### src/rtl/core/ctpg_pkg.sv
package ctpg_pkg;

  localparam int NUM_ENTRIES = 8;
  localparam int NUM_PINS    = 32;

  localparam int ENT_W = (NUM_ENTRIES > 1) ? $clog2(NUM_ENTRIES) : 1;
  localparam int PIN_W = $clog2(NUM_PINS);

  // request codes
  localparam logic [1:0] REQ_PIN   = 2'd0;
  localparam logic [1:0] REQ_TICK  = 2'd1;
  localparam logic [1:0] REQ_ENTRY = 2'd2;

  // config register indexes
  localparam logic [2:0] CFG_ACT_DRV   = 3'd0;
  localparam logic [2:0] CFG_INACT_DRV = 3'd1;
  localparam logic [2:0] CFG_COMB_OR   = 3'd2;
  localparam logic [2:0] CFG_ON_TICKS  = 3'd3;
  localparam logic [2:0] CFG_OFF_TICKS = 3'd4;
  localparam logic [2:0] CFG_PWM_PER   = 3'd5;
  localparam logic [2:0] CFG_PWM_DUTY  = 3'd6;

  // condition modes
  localparam logic [3:0] MODE_CHANGE  = 4'd0;
  localparam logic [3:0] MODE_INC     = 4'd1;
  localparam logic [3:0] MODE_DEC     = 4'd2;
  localparam logic [3:0] MODE_EQ_C    = 4'd3;
  localparam logic [3:0] MODE_LT_C    = 4'd4;
  localparam logic [3:0] MODE_GT_C    = 4'd5;
  localparam logic [3:0] MODE_NE_C    = 4'd6;
  localparam logic [3:0] MODE_EQ_P    = 4'd7;
  localparam logic [3:0] MODE_GT_P    = 4'd8;
  localparam logic [3:0] MODE_LT_P    = 4'd9;
  localparam logic [3:0] MODE_NE_P    = 4'd10;
  localparam logic [3:0] MODE_XING_UP = 4'd11;
  localparam logic [3:0] MODE_XING_DN = 4'd12;
  localparam logic [3:0] MODE_XING    = 4'd13;

  // pulse phases
  localparam logic [1:0] PH_WAIT     = 2'd0;
  localparam logic [1:0] PH_ACTIVE   = 2'd1;
  localparam logic [1:0] PH_INACTIVE = 2'd2;

  localparam logic [15:0] CNT_STUCK = 16'hFFFF;
  localparam logic [15:0] DUTY_RST  = 16'h8000;

  typedef struct packed {
    logic [1:0]  req_type;
    logic [4:0]  pin_index;
    logic [15:0] pin_value;
    logic [2:0]  entry_index;
    logic        entry_enable;
    logic [3:0]  entry_mode;
    logic [4:0]  entry_pin;
    logic [15:0] entry_operand_a;
    logic [15:0] entry_operand_b;
  } in_t;

  typedef struct packed {
    logic        drive_update;
    logic [7:0]  drive_level;
    logic        pwm_used;
    logic [15:0] pwm_level;
    logic [1:0]  pulse_phase;
    logic        condition_true;
  } out_t;

  // one condition entry as held in the entry memory
  typedef struct packed {
    logic        used;
    logic [3:0]  kind;
    logic [4:0]  watch;
    logic [15:0] ref_val;
    logic [15:0] last;
  } ent_t;

  function automatic logic pin_ok(logic [15:0] p);
    return {16'd0, p} < 32'(NUM_PINS);
  endfunction

  function automatic logic [PIN_W-1:0] pin_addr(logic [15:0] p);
    return p[PIN_W-1:0];
  endfunction

  function automatic logic ent_ok(logic [2:0] e);
    return {29'd0, e} < 32'(NUM_ENTRIES);
  endfunction

  function automatic logic [ENT_W-1:0] ent_addr(logic [2:0] e);
    logic [15:0] w;
    w = 16'(e);
    return w[ENT_W-1:0];
  endfunction

  // modes that take the watched pin as their last value when written
  function automatic logic grabs_last(logic [3:0] m);
    logic r;
    case (m) inside
      MODE_CHANGE, MODE_INC, MODE_DEC, MODE_XING_UP, MODE_XING_DN, MODE_XING: r = 1'b1;
      default: r = 1'b0;
    endcase
    return r;
  endfunction

endpackage

### src/rtl/core/ctpg_ram.sv
module ctpg_ram #(
  parameter int WIDTH = 16,
  parameter int DEPTH = 32,
  localparam int AW = (DEPTH > 1) ? $clog2(DEPTH) : 1
) (
  input  logic             clk_i,
  input  logic             we_i,
  input  logic [AW-1:0]    waddr_i,
  input  logic [WIDTH-1:0] wdata_i,
  input  logic             re_i,
  input  logic [AW-1:0]    raddr_i,
  output logic [WIDTH-1:0] rdata_o
);

  logic [WIDTH-1:0] mem_q [DEPTH];

  always_ff @(posedge clk_i) begin
    if (we_i) begin
      mem_q[waddr_i] <= wdata_i;
    end
    if (re_i) begin
      rdata_o <= mem_q[raddr_i];
    end
  end

endmodule

### src/rtl/core/condition_triggered_pulse_generator.sv
// Condition-triggered pulse generator. Pin values and condition entries sit in two
// small RAMs; per-entry valid bits make both read as zero after reset, so no clearing
// pass is needed. A pin update is written as it is accepted; an entry write passes S_EW_RD
// (one pin table read) and S_EW_WR. A tick outside the waiting phase goes to S_DONE; a
// tick in the waiting phase walks all entries: an unused entry is only read, an entry
// compared with a constant or its last value also reads the watched pin, and an entry
// compared with another pin then reads that pin too. The pin table has a single read
// port, which serves the watched pin and the other pin one after the other. A tick result
// goes to an output register; the next item is accepted while it waits, and a second
// tick result is held back until the first one is transferred.
module condition_triggered_pulse_generator (
  input  logic            clk_i,
  input  logic            rst_ni,
  input  logic            in_valid_i,
  output logic            in_ready_o,
  input  ctpg_pkg::in_t   in_i,
  output logic            out_valid_o,
  input  logic            out_ready_i,
  output ctpg_pkg::out_t  out_o,
  input  logic            cfg_valid_i,
  output logic            cfg_ready_o,
  input  logic [2:0]      cfg_index_i,
  input  logic [15:0]     cfg_data_i
);

  localparam int EW = $bits(ctpg_pkg::ent_t);
  localparam logic [ctpg_pkg::ENT_W-1:0] LAST_ENT = ctpg_pkg::ENT_W'(ctpg_pkg::NUM_ENTRIES - 1);

  // sequencer states
  localparam logic [2:0] S_IDLE   = 3'd0;
  localparam logic [2:0] S_EW_RD  = 3'd1;  // entry write: read watched pin
  localparam logic [2:0] S_EW_WR  = 3'd2;  // entry write: store entry
  localparam logic [2:0] S_EV_ENT = 3'd3;  // entry word available
  localparam logic [2:0] S_EV_PIN = 3'd4;  // watched pin available
  localparam logic [2:0] S_EV_REF = 3'd5;  // other pin available
  localparam logic [2:0] S_DONE   = 3'd6;  // finish tick, load output

  // configuration registers
  logic [7:0]  act_drv_q, inact_drv_q;
  logic        comb_or_q;
  logic [15:0] on_ticks_q, off_ticks_q, pwm_per_q, pwm_duty_q;

  // control state
  logic [2:0]                  state_q, state_d;
  logic [ctpg_pkg::ENT_W-1:0]  cnt_q, cnt_d;
  logic                        any_q, any_d, all_q, all_d;
  logic                        cond_q, cond_d;
  logic [1:0]                  phase_q, phase_d;
  logic [15:0]                 tick_q, tick_d;
  logic                        out_valid_q, out_valid_d;
  logic [ctpg_pkg::NUM_PINS-1:0]    pin_vld_q;
  logic [ctpg_pkg::NUM_ENTRIES-1:0] ent_vld_q;
  logic                        pin_rok_q, ent_rok_q;

  // payload
  ctpg_pkg::in_t  req_q, req_d;
  logic [15:0]    v_q, v_d;
  ctpg_pkg::out_t out_q, out_d;

  // memory ports
  logic                        pin_we, pin_re;
  logic [15:0]                 pin_wsrc, pin_rsrc, pin_wdata, pin_rdata;
  logic                        ent_we, ent_re;
  logic [ctpg_pkg::ENT_W-1:0]  ent_waddr, ent_raddr;
  ctpg_pkg::ent_t              ent_wdata;
  logic [EW-1:0]               ent_rdata;

  ctpg_pkg::ent_t ent_cur;
  logic [15:0]    pin_rd, v_now;
  logic           pin_mode, contrib, cmp_true, hit, miss, adv, acc, any_n, all_n;
  logic           accept, load;

  ctpg_ram #(.WIDTH(16), .DEPTH(ctpg_pkg::NUM_PINS)) u_pin_ram (
    .clk_i   (clk_i),
    .we_i    (pin_we),
    .waddr_i (ctpg_pkg::pin_addr(pin_wsrc)),
    .wdata_i (pin_wdata),
    .re_i    (pin_re),
    .raddr_i (ctpg_pkg::pin_addr(pin_rsrc)),
    .rdata_o (pin_rdata)
  );

  ctpg_ram #(.WIDTH(EW), .DEPTH(ctpg_pkg::NUM_ENTRIES)) u_ent_ram (
    .clk_i   (clk_i),
    .we_i    (ent_we),
    .waddr_i (ent_waddr),
    .wdata_i (ent_wdata),
    .re_i    (ent_re),
    .raddr_i (ent_raddr),
    .rdata_o (ent_rdata)
  );

  assign in_ready_o  = (state_q == S_IDLE);
  assign accept      = in_valid_i && in_ready_o;
  assign cfg_ready_o = 1'b1;
  assign out_valid_o = out_valid_q;
  assign out_o       = out_q;

  // never-written entries and pins read as zero
  assign pin_rd  = pin_rok_q ? pin_rdata : 16'd0;
  assign ent_cur = ent_rok_q ? ctpg_pkg::ent_t'(ent_rdata) : '0;
  assign v_now   = (state_q == S_EV_REF) ? v_q : pin_rd;

  // compare one entry; in S_EV_REF the other pin is on the read port
  always_comb begin
    contrib  = 1'b1;
    cmp_true = 1'b0;
    pin_mode = 1'b0;
    case (ent_cur.kind)
      ctpg_pkg::MODE_CHANGE: cmp_true = (v_now != ent_cur.last);
      ctpg_pkg::MODE_INC:    cmp_true = (v_now > ent_cur.last);
      ctpg_pkg::MODE_DEC:    cmp_true = (v_now < ent_cur.last);
      ctpg_pkg::MODE_EQ_C:   cmp_true = (v_now == ent_cur.ref_val);
      ctpg_pkg::MODE_LT_C:   cmp_true = (v_now < ent_cur.ref_val);
      ctpg_pkg::MODE_GT_C:   cmp_true = (v_now > ent_cur.ref_val);
      ctpg_pkg::MODE_NE_C:   cmp_true = (v_now != ent_cur.ref_val);
      ctpg_pkg::MODE_EQ_P: begin
        pin_mode = 1'b1;
        cmp_true = (v_now == pin_rd);
      end
      ctpg_pkg::MODE_GT_P: begin
        pin_mode = 1'b1;
        cmp_true = (v_now > pin_rd);
      end
      ctpg_pkg::MODE_LT_P: begin
        pin_mode = 1'b1;
        cmp_true = (v_now < pin_rd);
      end
      ctpg_pkg::MODE_NE_P: begin
        pin_mode = 1'b1;
        cmp_true = (v_now != pin_rd);
      end
      default: contrib = 1'b0;  // crossing modes and unused codes do nothing
    endcase
  end

  assign hit  = contrib && cmp_true;
  assign miss = contrib && !cmp_true;
  assign acc  = ((state_q == S_EV_PIN) && !pin_mode) || (state_q == S_EV_REF);
  assign adv  = ((state_q == S_EV_ENT) && !ent_cur.used) || acc;
  assign any_n = any_q | (acc & hit);
  assign all_n = all_q & ~(acc & miss);
  assign load  = (state_q == S_DONE) && (!out_valid_q || out_ready_i);

  always_comb begin
    state_d   = state_q;
    cnt_d     = cnt_q;
    any_d     = any_q;
    all_d     = all_q;
    cond_d    = cond_q;
    req_d     = req_q;
    v_d       = v_q;
    pin_we    = 1'b0;
    pin_wsrc  = 16'(in_i.pin_index);
    pin_wdata = in_i.pin_value;
    pin_re    = 1'b0;
    pin_rsrc  = 16'(ent_cur.watch);
    ent_we    = 1'b0;
    ent_waddr = cnt_q;
    ent_wdata = ent_cur;
    ent_wdata.last = v_now;
    ent_re    = 1'b0;
    ent_raddr = '0;

    unique case (state_q)
      S_IDLE: begin
        if (accept) begin
          req_d = in_i;
          unique case (in_i.req_type)
            ctpg_pkg::REQ_PIN: begin
              pin_we = ctpg_pkg::pin_ok(pin_wsrc);
            end
            ctpg_pkg::REQ_ENTRY: state_d = S_EW_RD;
            ctpg_pkg::REQ_TICK: begin
              if (phase_q == ctpg_pkg::PH_WAIT) begin
                ent_re  = 1'b1;
                cnt_d   = '0;
                any_d   = 1'b0;
                all_d   = 1'b1;
                state_d = S_EV_ENT;
              end else begin
                cond_d  = 1'b0;
                state_d = S_DONE;
              end
            end
            default: ;  // unknown request: dropped
          endcase
        end
      end
      S_EW_RD: begin
        pin_re   = 1'b1;
        pin_rsrc = 16'(req_q.entry_pin);
        state_d  = S_EW_WR;
      end
      S_EW_WR: begin
        ent_we          = ctpg_pkg::ent_ok(req_q.entry_index);
        ent_waddr       = ctpg_pkg::ent_addr(req_q.entry_index);
        ent_wdata.used  = req_q.entry_enable;
        ent_wdata.kind  = req_q.entry_mode;
        ent_wdata.watch = req_q.entry_pin;
        ent_wdata.ref_val = req_q.entry_operand_a;
        ent_wdata.last  = ctpg_pkg::grabs_last(req_q.entry_mode) ?
                          pin_rd : req_q.entry_operand_b;
        state_d         = S_IDLE;
      end
      S_EV_ENT: begin
        if (ent_cur.used) begin
          pin_re  = 1'b1;
          state_d = S_EV_PIN;
        end
      end
      S_EV_PIN: begin
        if (pin_mode) begin
          v_d      = pin_rd;
          pin_re   = 1'b1;
          pin_rsrc = ent_cur.ref_val;
          state_d  = S_EV_REF;
        end else begin
          // change modes keep the current value as the new last value
          ent_we = (ent_cur.kind == ctpg_pkg::MODE_CHANGE) ||
                   (ent_cur.kind == ctpg_pkg::MODE_INC) ||
                   (ent_cur.kind == ctpg_pkg::MODE_DEC);
        end
      end
      S_EV_REF: ;
      S_DONE: begin
        if (load) begin
          state_d = S_IDLE;
        end
      end
      default: state_d = S_IDLE;
    endcase

    // step to the next entry, or finish the walk
    if (adv) begin
      any_d = any_n;
      all_d = all_n;
      if (cnt_q == LAST_ENT) begin
        cond_d  = comb_or_q ? any_n : all_n;
        state_d = S_DONE;
      end else begin
        cnt_d     = cnt_q + 1'b1;
        ent_re    = 1'b1;
        ent_raddr = cnt_q + 1'b1;
        state_d   = S_EV_ENT;
      end
    end
  end

  // phase update and result on the closing cycle of a tick
  always_comb begin
    logic drv_en, drv_act;
    drv_en  = 1'b0;
    drv_act = 1'b0;
    phase_d = phase_q;
    tick_d  = tick_q;
    unique case (phase_q)
      ctpg_pkg::PH_WAIT: begin
        drv_en = 1'b1;
        if (cond_q) begin
          drv_act = 1'b1;
          tick_d  = on_ticks_q;
          phase_d = ctpg_pkg::PH_ACTIVE;
        end
      end
      ctpg_pkg::PH_ACTIVE: begin
        // an all-ones count ends the on period like zero
        if (tick_q != 16'd0 && tick_q != ctpg_pkg::CNT_STUCK) begin
          tick_d = tick_q - 16'd1;
        end else if (off_ticks_q != 16'd0) begin
          tick_d  = off_ticks_q;
          phase_d = ctpg_pkg::PH_INACTIVE;
        end else begin
          phase_d = ctpg_pkg::PH_WAIT;
        end
      end
      ctpg_pkg::PH_INACTIVE: begin
        if (tick_q != 16'd0) begin
          tick_d = tick_q - 16'd1;
          drv_en = 1'b1;
        end else begin
          tick_d  = on_ticks_q;
          phase_d = ctpg_pkg::PH_WAIT;
        end
      end
      default: phase_d = ctpg_pkg::PH_WAIT;
    endcase

    out_d                = '0;
    out_d.drive_update   = drv_en;
    out_d.pulse_phase    = phase_d;
    out_d.condition_true = cond_q;
    if (drv_en) begin
      if (pwm_per_q != 16'd0) begin
        out_d.pwm_used  = 1'b1;
        out_d.pwm_level = drv_act ? pwm_duty_q : 16'd0;
      end else begin
        out_d.drive_level = drv_act ? act_drv_q : inact_drv_q;
      end
    end

    out_valid_d = out_valid_q && !out_ready_i;
    if (load) begin
      out_valid_d = 1'b1;
    end
  end

  always_ff @(posedge clk_i or negedge rst_ni) begin
    if (!rst_ni) begin
      state_q     <= S_IDLE;
      cnt_q       <= '0;
      any_q       <= 1'b0;
      all_q       <= 1'b1;
      cond_q      <= 1'b0;
      phase_q     <= ctpg_pkg::PH_WAIT;
      tick_q      <= 16'd0;
      out_valid_q <= 1'b0;
      pin_vld_q   <= '0;
      ent_vld_q   <= '0;
      pin_rok_q   <= 1'b0;
      ent_rok_q   <= 1'b0;
      act_drv_q   <= 8'd0;
      inact_drv_q <= 8'd0;
      comb_or_q   <= 1'b0;
      on_ticks_q  <= 16'd0;
      off_ticks_q <= 16'd0;
      pwm_per_q   <= 16'd0;
      pwm_duty_q  <= ctpg_pkg::DUTY_RST;
    end else begin
      state_q     <= state_d;
      cnt_q       <= cnt_d;
      any_q       <= any_d;
      all_q       <= all_d;
      cond_q      <= cond_d;
      out_valid_q <= out_valid_d;
      if (load) begin
        phase_q <= phase_d;
        tick_q  <= tick_d;
      end
      if (pin_we) begin
        pin_vld_q[ctpg_pkg::pin_addr(pin_wsrc)] <= 1'b1;
      end
      if (ent_we) begin
        ent_vld_q[ent_waddr] <= 1'b1;
      end
      if (pin_re) begin
        pin_rok_q <= ctpg_pkg::pin_ok(pin_rsrc) &&
                     pin_vld_q[ctpg_pkg::pin_addr(pin_rsrc)];
      end
      if (ent_re) begin
        ent_rok_q <= ent_vld_q[ent_raddr];
      end
      if (cfg_valid_i && cfg_ready_o) begin
        case (cfg_index_i)
          ctpg_pkg::CFG_ACT_DRV:   act_drv_q   <= cfg_data_i[7:0];
          ctpg_pkg::CFG_INACT_DRV: inact_drv_q <= cfg_data_i[7:0];
          ctpg_pkg::CFG_COMB_OR:   comb_or_q   <= cfg_data_i[0];
          ctpg_pkg::CFG_ON_TICKS:  on_ticks_q  <= cfg_data_i;
          ctpg_pkg::CFG_OFF_TICKS: off_ticks_q <= cfg_data_i;
          ctpg_pkg::CFG_PWM_PER:   pwm_per_q   <= cfg_data_i;
          ctpg_pkg::CFG_PWM_DUTY:  pwm_duty_q  <= cfg_data_i;
          default: ;
        endcase
      end
    end
  end

  always_ff @(posedge clk_i) begin
    req_q <= req_d;
    v_q   <= v_d;
    if (load) begin
      out_q <= out_d;
    end
  end

  // a finished tick waits while the previous result is not taken
  a_done_hold: assert property (@(posedge clk_i) disable iff (!rst_ni)
    (state_q == S_DONE && out_valid_q && !out_ready_i) |=> (state_q == S_DONE))
    else $error("tick result overwrote a pending result");

  // a tick outside the waiting phase skips the entry walk
  a_no_walk: assert property (@(posedge clk_i) disable iff (!rst_ni)
    (accept && in_i.req_type == ctpg_pkg::REQ_TICK && phase_q != ctpg_pkg::PH_WAIT)
    |=> (state_q == S_DONE))
    else $error("entry walk started outside waiting phase");

  // the off period only follows an on period
  a_phase_seq: assert property (@(posedge clk_i) disable iff (!rst_ni)
    (phase_q == ctpg_pkg::PH_INACTIVE && $past(phase_q) != ctpg_pkg::PH_INACTIVE)
    |-> ($past(phase_q) == ctpg_pkg::PH_ACTIVE))
    else $error("inactive phase entered from waiting");

  // condition only reported on a tick that started in the waiting phase
  a_cond_wait: assert property (@(posedge clk_i) disable iff (!rst_ni)
    (load && cond_q) |-> (phase_q == ctpg_pkg::PH_WAIT))
    else $error("condition flagged outside waiting phase");

endmodule
### config.mk
export PLATFORM = sky130hd
export DESIGN_NAME = condition_triggered_pulse_generator
export DESIGN_NICKNAME = d
export VERILOG_FILES = /design/src/rtl/core/ctpg_pkg.sv /design/src/rtl/core/ctpg_ram.sv /design/src/rtl/core/condition_triggered_pulse_generator.sv
export SDC_FILE = /design/constraint.sdc
export NUM_CORES = 2
export LEC_CHECK = 0
export BUFFER_PORTS_ARGS = -buffer_cell sky130_fd_sc_hd__buf_4
export CAP_MARGIN = 10
export CORE_AREA = 4 4 351 353
export CTS_BUF_LIST = sky130_fd_sc_hd__clkbuf_2 sky130_fd_sc_hd__clkbuf_4 sky130_fd_sc_hd__clkbuf_8
export DETAILED_ROUTE_END_ITERATION = 7
export DIE_AREA = 0 0 355 357
export GPL_ROUTABILITY_DRIVEN = 0
export PLACE_DENSITY = 0.61
export SYNTH_ARGS = -nofsm -noshare
export SYNTH_HDL_FRONTEND = slang
export SYNTH_SLANG_ARGS = --single-unit
### constraint.sdc
create_clock -name clk_i -period 5 [get_ports clk_i]
set_clock_uncertainty 0.1 [all_clocks]
set_input_delay 0.5 -clock clk_i [delete_from_list [all_inputs] [get_ports clk_i]]
set_output_delay 0.5 -clock clk_i [all_outputs]
set_load 0.005 [all_outputs]
==> load_flow_metrics.sql <==
INSERT INTO impl_metrics (metric_group, metric, value, unit) VALUES
('synthesis', 'synth_largest_type_area_fraction', '62.8', '%'),
('final_layout', 'drive_gt1_share', '19.0', '%'),
('critical_path', 'setup.worst_path.end_class', 'flip-flop', ''),
('cts', 'clock_latency', '0.89', 'ns'),
('synthesis', 'synth.yosys.seq_area_share', '70.7', '%'),
('sta', 'setup_slack', '0.868', 'ns'),
('global_routing', 'antenna_found_initial', '11', ''),
('synthesis', 'syn-mean-instance-area', '13.5', 'sq um'),
('power', 'power_frac_clock', '23.8', '%'),
('synthesis', 'synthTopCellsByArea', 'sky130_fd_sc_hd__edfxtp_1 63%, sky130_fd_sc_hd__dfrtp_1 7.8%, sky130_fd_sc_hd__nand2_1 5.6%', ''),
('synthesis', 'yosys.cell_types.count', '78', ''),
('synthesis', 'synth.ff_latch_count', '1147', ''),
('power', 'net-switching-power', '12800', 'uW'),
('critical_path', 'cp_data_arrival_time', '4.76', 'ns'),
('synthesis', 'synth_warnings', '0', ''),
('power', 'cellLeakagePower', '0.0197', 'uW'),
('die', 'floorplan.initialDensity', '39.8', '%'),
('die', 'die_h', '357', 'um'),
('drt', 'drc_errors', '0', ''),
('critical_path', 'cpMostUsedCell', 'sky130_fd_sc_hd__o211ai_1', ''),
('cts', 'htreeDepth', '4', ''),
('sta', 'final.min_clock_period', '4.13', 'ns'),
('critical_path', 'r2r_slack', '0.87', 'ns'),
('sta', 'timing.final.setup_violations', '0', ''),
('synthesis', 'yosys.area_share.simple', '13.8', '%'),
('synthesis', 'synthesis.nets', '3664', ''),
('critical_path', 'ff2ff_path_depth', '11', ''),
('synthesis', 'postSynth.topFlopCell', 'sky130_fd_sc_hd__edfxtp_1', ''),
('global_routing', 'grt_remaining_overflow', '0', ''),
('synthesis', 'synth_top_cell_by_area', 'sky130_fd_sc_hd__edfxtp_1', ''),
('sta', 'maxSlewHeadroom', '27.2', '%'),
('drt', 'wire_per_inst', '22.9', 'um'),
('power', 'power_report.internal_total', '20700', 'uW'),
('critical_path', 'rr_endpoint', 'cond_q', ''),
('cts', 'cts_max_path_buffers', '3', ''),
('die', 'dieWidth', '355', 'um'),
('sta', 'final.period_utilization', '82.6', '%'),
('flow_run', 'max-cap-violations', '0', ''),
('placement', 'place.detailed.hpwl', '76.1', 'mm'),
('sta', 'timing_worst_slew_pin_value', '1.08', 'ns'),
('critical_path', 'startpoint_type', 'flip-flop', ''),
('synthesis', 'synth-adder-area-share', '1.47', '%'),
('final_layout', 'syn2layout_area_growth', '16.1', '%'),
('critical_path', 'timing.rr.start', 'pin_rok_q', ''),
('critical_path', 'timing.critical_path.slowest_stage_cell', 'sky130_fd_sc_hd__dfrtp_1', ''),
('power', 'peak_vdd_ir', '0.512', 'mV'),
('die', 'placeableCoreArea', '120000', 'sq um'),
('global_routing', 'first_pass_grt_wire_length', '191', 'mm'),
('synthesis', 'synth_top_family_by_area', 'simple AND/OR/NAND/NOR gates', ''),
('power', 'power.combinational.fraction', '37.2', '%'),
('cts', 'cts_repair_resize_count', '0', ''),
('sta', 'unrepaired_setup_endpoints_after_global_routing', 'false', ''),
('die', 'num_rows', '127', ''),
('critical_path', 'critPathKind', 'reg -> reg', ''),
('synthesis', 'mappedNetlistArea', '47600', 'sq um'),
('power', 'sequential_power_share', '39.0', '%'),
('drt', 'drt_iter0_drc', '2648', ''),
('cts', 'clkTransAtPathRegs', '0.07', 'ns'),
('drt', 'route.antenna.remaining_nets', '0', ''),
('cts', 'tritoncts.num_buffers', '181', ''),
('critical_path', 'worst_ep_required_time', '5.63', 'ns'),
('synthesis', 'post_synthesis_mux_area_share', '4.26', '%'),
('sta', 'max_freq', '242', 'MHz'),
('drt', 'route.vias.total', '30500', ''),
('synthesis', 'synthCells', '3516', ''),
('critical_path', 'timing.critical_path.fanout_max', '19', ''),
('run_status', 'status', 'finished, final reports clean', ''),
('cts', 'cts_sinks', '1147', ''),
('sta', 'accumulated_negative_setup_slack', '0', 'ns'),
('synthesis', 'synth_enable_flop_cells', '996', ''),
('global_routing', 'grtUsageTotal', '19.9', '%');
==> metal layers <==
metal	share of wire [%]	global-route usage, %
met1	43	27.7
met5	0.038	0
met3	8.0	4.58
met2	46	30.8
met4	2.9	7.33
==> critical path: cells and delay by family (launching register included) <==
| family | cells | cell delay (ns) |
|---|---|---|
| adders and majority gates | 1 | 0.36 |
| AOI/OAI and AO/OA | 7 | 1.81 |
| and+or+nand+nor | 2 | 0.65 |
| DFF | 1 | 0.84 |
| muxes | 1 | 0.23 |
==> worst max path at each step <==
| stage | startpoint | end | slack (ns) |
|---|---|---|---|
| final | pin_rok_q | cond_q | 0.87 |
| after CTS | pin_rok_q | cond_q | 0.92 |
| after floorplan | state_q[1] | u_ent_ram.rdata_o[0] | 0.59 |
| after global placement | pin_rok_q | cond_q | 0.98 |
| after global routing | pin_rok_q | cond_q | 0.72 |
| after detailed placement | pin_rok_q | cond_q | 0.96 |
==> cell usage in the layout, fill, tap and decap left out, types with 82 or more instances in the layout <==
cell type                       synthesis  routed
sky130_fd_sc_hd__clkbuf_8               0     192
sky130_fd_sc_hd__dlygate4sd3_1          0      83
sky130_fd_sc_hd__a21oi_1               83      82
sky130_fd_sc_hd__dfrtp_1              149     147
sky130_fd_sc_hd__edfxtp_1             996     996
sky130_fd_sc_hd__mux2_2                87      87
sky130_fd_sc_hd__nand2_1              709     708
sky130_fd_sc_hd__nand3_1              188     188
sky130_fd_sc_hd__buf_4                 13     227
sky130_fd_sc_hd__nor2_1               163     154
sky130_fd_sc_hd__and3_1               100     100
sky130_fd_sc_hd__o211ai_1              92      92
sky130_fd_sc_hd__or3_1                 87      87
==> area by class of cell <==
type                    count  area, sq um  area share (%)
repair buffers            326         2850            5.15
flip-flops and latches   1147        33700            60.9
clock buffers             259         3150            5.69
clock inverters            69          485           0.878
well taps                1612         2020            3.65
diodes                      5         12.5          0.0226
inverters                  39          146           0.265
multi-input cells        2107        12900            23.4
==> synth_stat cells (4+ instances only) <==
master / number
sky130_fd_sc_hd__edfxtp_1: 996
sky130_fd_sc_hd__nand2_1: 709
sky130_fd_sc_hd__nand3_1: 188
sky130_fd_sc_hd__nor2_1: 163
sky130_fd_sc_hd__dfrtp_1: 149
sky130_fd_sc_hd__clkbuf_1: 113
sky130_fd_sc_hd__and3_1: 100
sky130_fd_sc_hd__o211ai_1: 92
sky130_fd_sc_hd__mux2_2: 87
sky130_fd_sc_hd__or3_1: 87
sky130_fd_sc_hd__a21oi_1: 83
sky130_fd_sc_hd__buf_2: 79
sky130_fd_sc_hd__o21ai_0: 67
sky130_fd_sc_hd__a311oi_1: 65
sky130_fd_sc_hd__ha_1: 56
sky130_fd_sc_hd__a31oi_1: 50
sky130_fd_sc_hd__mux4_2: 43
sky130_fd_sc_hd__or2_2: 41
sky130_fd_sc_hd__inv_1: 39
sky130_fd_sc_hd__a311o_1: 32
sky130_fd_sc_hd__nor4_1: 28
sky130_fd_sc_hd__and2_1: 23
sky130_fd_sc_hd__a22oi_1: 18
sky130_fd_sc_hd__buf_1: 15
sky130_fd_sc_hd__nand4_1: 14
sky130_fd_sc_hd__a21o_1: 13
sky130_fd_sc_hd__buf_4: 13
sky130_fd_sc_hd__nand2b_1: 10
sky130_fd_sc_hd__nor3b_1: 10
sky130_fd_sc_hd__nand3b_1: 9
sky130_fd_sc_hd__nor3_1: 9
sky130_fd_sc_hd__and4_1: 8
sky130_fd_sc_hd__mux2i_1: 8
sky130_fd_sc_hd__xor2_1: 7
sky130_fd_sc_hd__nor2b_1: 6
sky130_fd_sc_hd__xnor2_1: 6
sky130_fd_sc_hd__nand4b_1: 5
sky130_fd_sc_hd__o2111ai_1: 5
sky130_fd_sc_hd__o21ai_1: 5
sky130_fd_sc_hd__o221a_2: 5
sky130_fd_sc_hd__o31ai_1: 5
sky130_fd_sc_hd__o41ai_1: 4
==> power groups by stage <==
stage | clock network [uW] | registers, uW | logic [uW]
3_3_place_gp | 0 | 13200 | 12200
6_report | 7980 | 13100 | 12500
4_1_cts | 8160 | 13100 | 12500
2_1_floorplan | 0 | 12900 | 8180
5_1_grt | 8620 | 13200 | 13700
3_5_place_dp | 0 | 13200 | 12400
==> through the flow <==
stage	area [sq um]	std cells	total power [uW]	hold slack, ns	utilization (%)
floorplan	47600	3516	21100	0.104	-
global placement	50800	5148	25400	0.347	42.4
detailed placement	50800	5148	25600	0.345	42.4
CTS	55300	5559	33700	0.0288	46.1
global route	55300	5562	35400	0.0986	46.1
finish	55300	5564	33500	0.133	46.1
==> sequential cells by signal, summed over array words and instances, names as in the netlist, 2 cells and up <==
register,flops
u_ent_ram.rdata_o,42
state_q,3
pin_vld_q,32
ent_vld_q,8
req_q,45
on_ticks_q,16
u_pin_ram.mem_q,512
act_drv_q,8
pwm_per_q,16
tick_q,16
pwm_duty_q,16
u_pin_ram.rdata_o,16
u_ent_ram.mem_q,336
out_o,29
off_ticks_q,16
phase_q,2
cnt_q,3
inact_drv_q,8
v_q,16
==> kinds of logic (layout without fill, tap and decap cells) <==
logic type	after synthesis	after routing
fa+ha+maj	56	56
flops	1147	1147
simple gates	1421	1421
buf+inv	262	693
compound gates	478	478
other cells	1	6
mux	138	138
xor+xnor	13	13
==> what timing repair did <==
item	4_1_cts	5_1_grt
endpoints found under the hold margin	714	0
hold buffers	83	0
setup buffers	0	0
No activity file was read; power rests on OpenSTA's default activity.
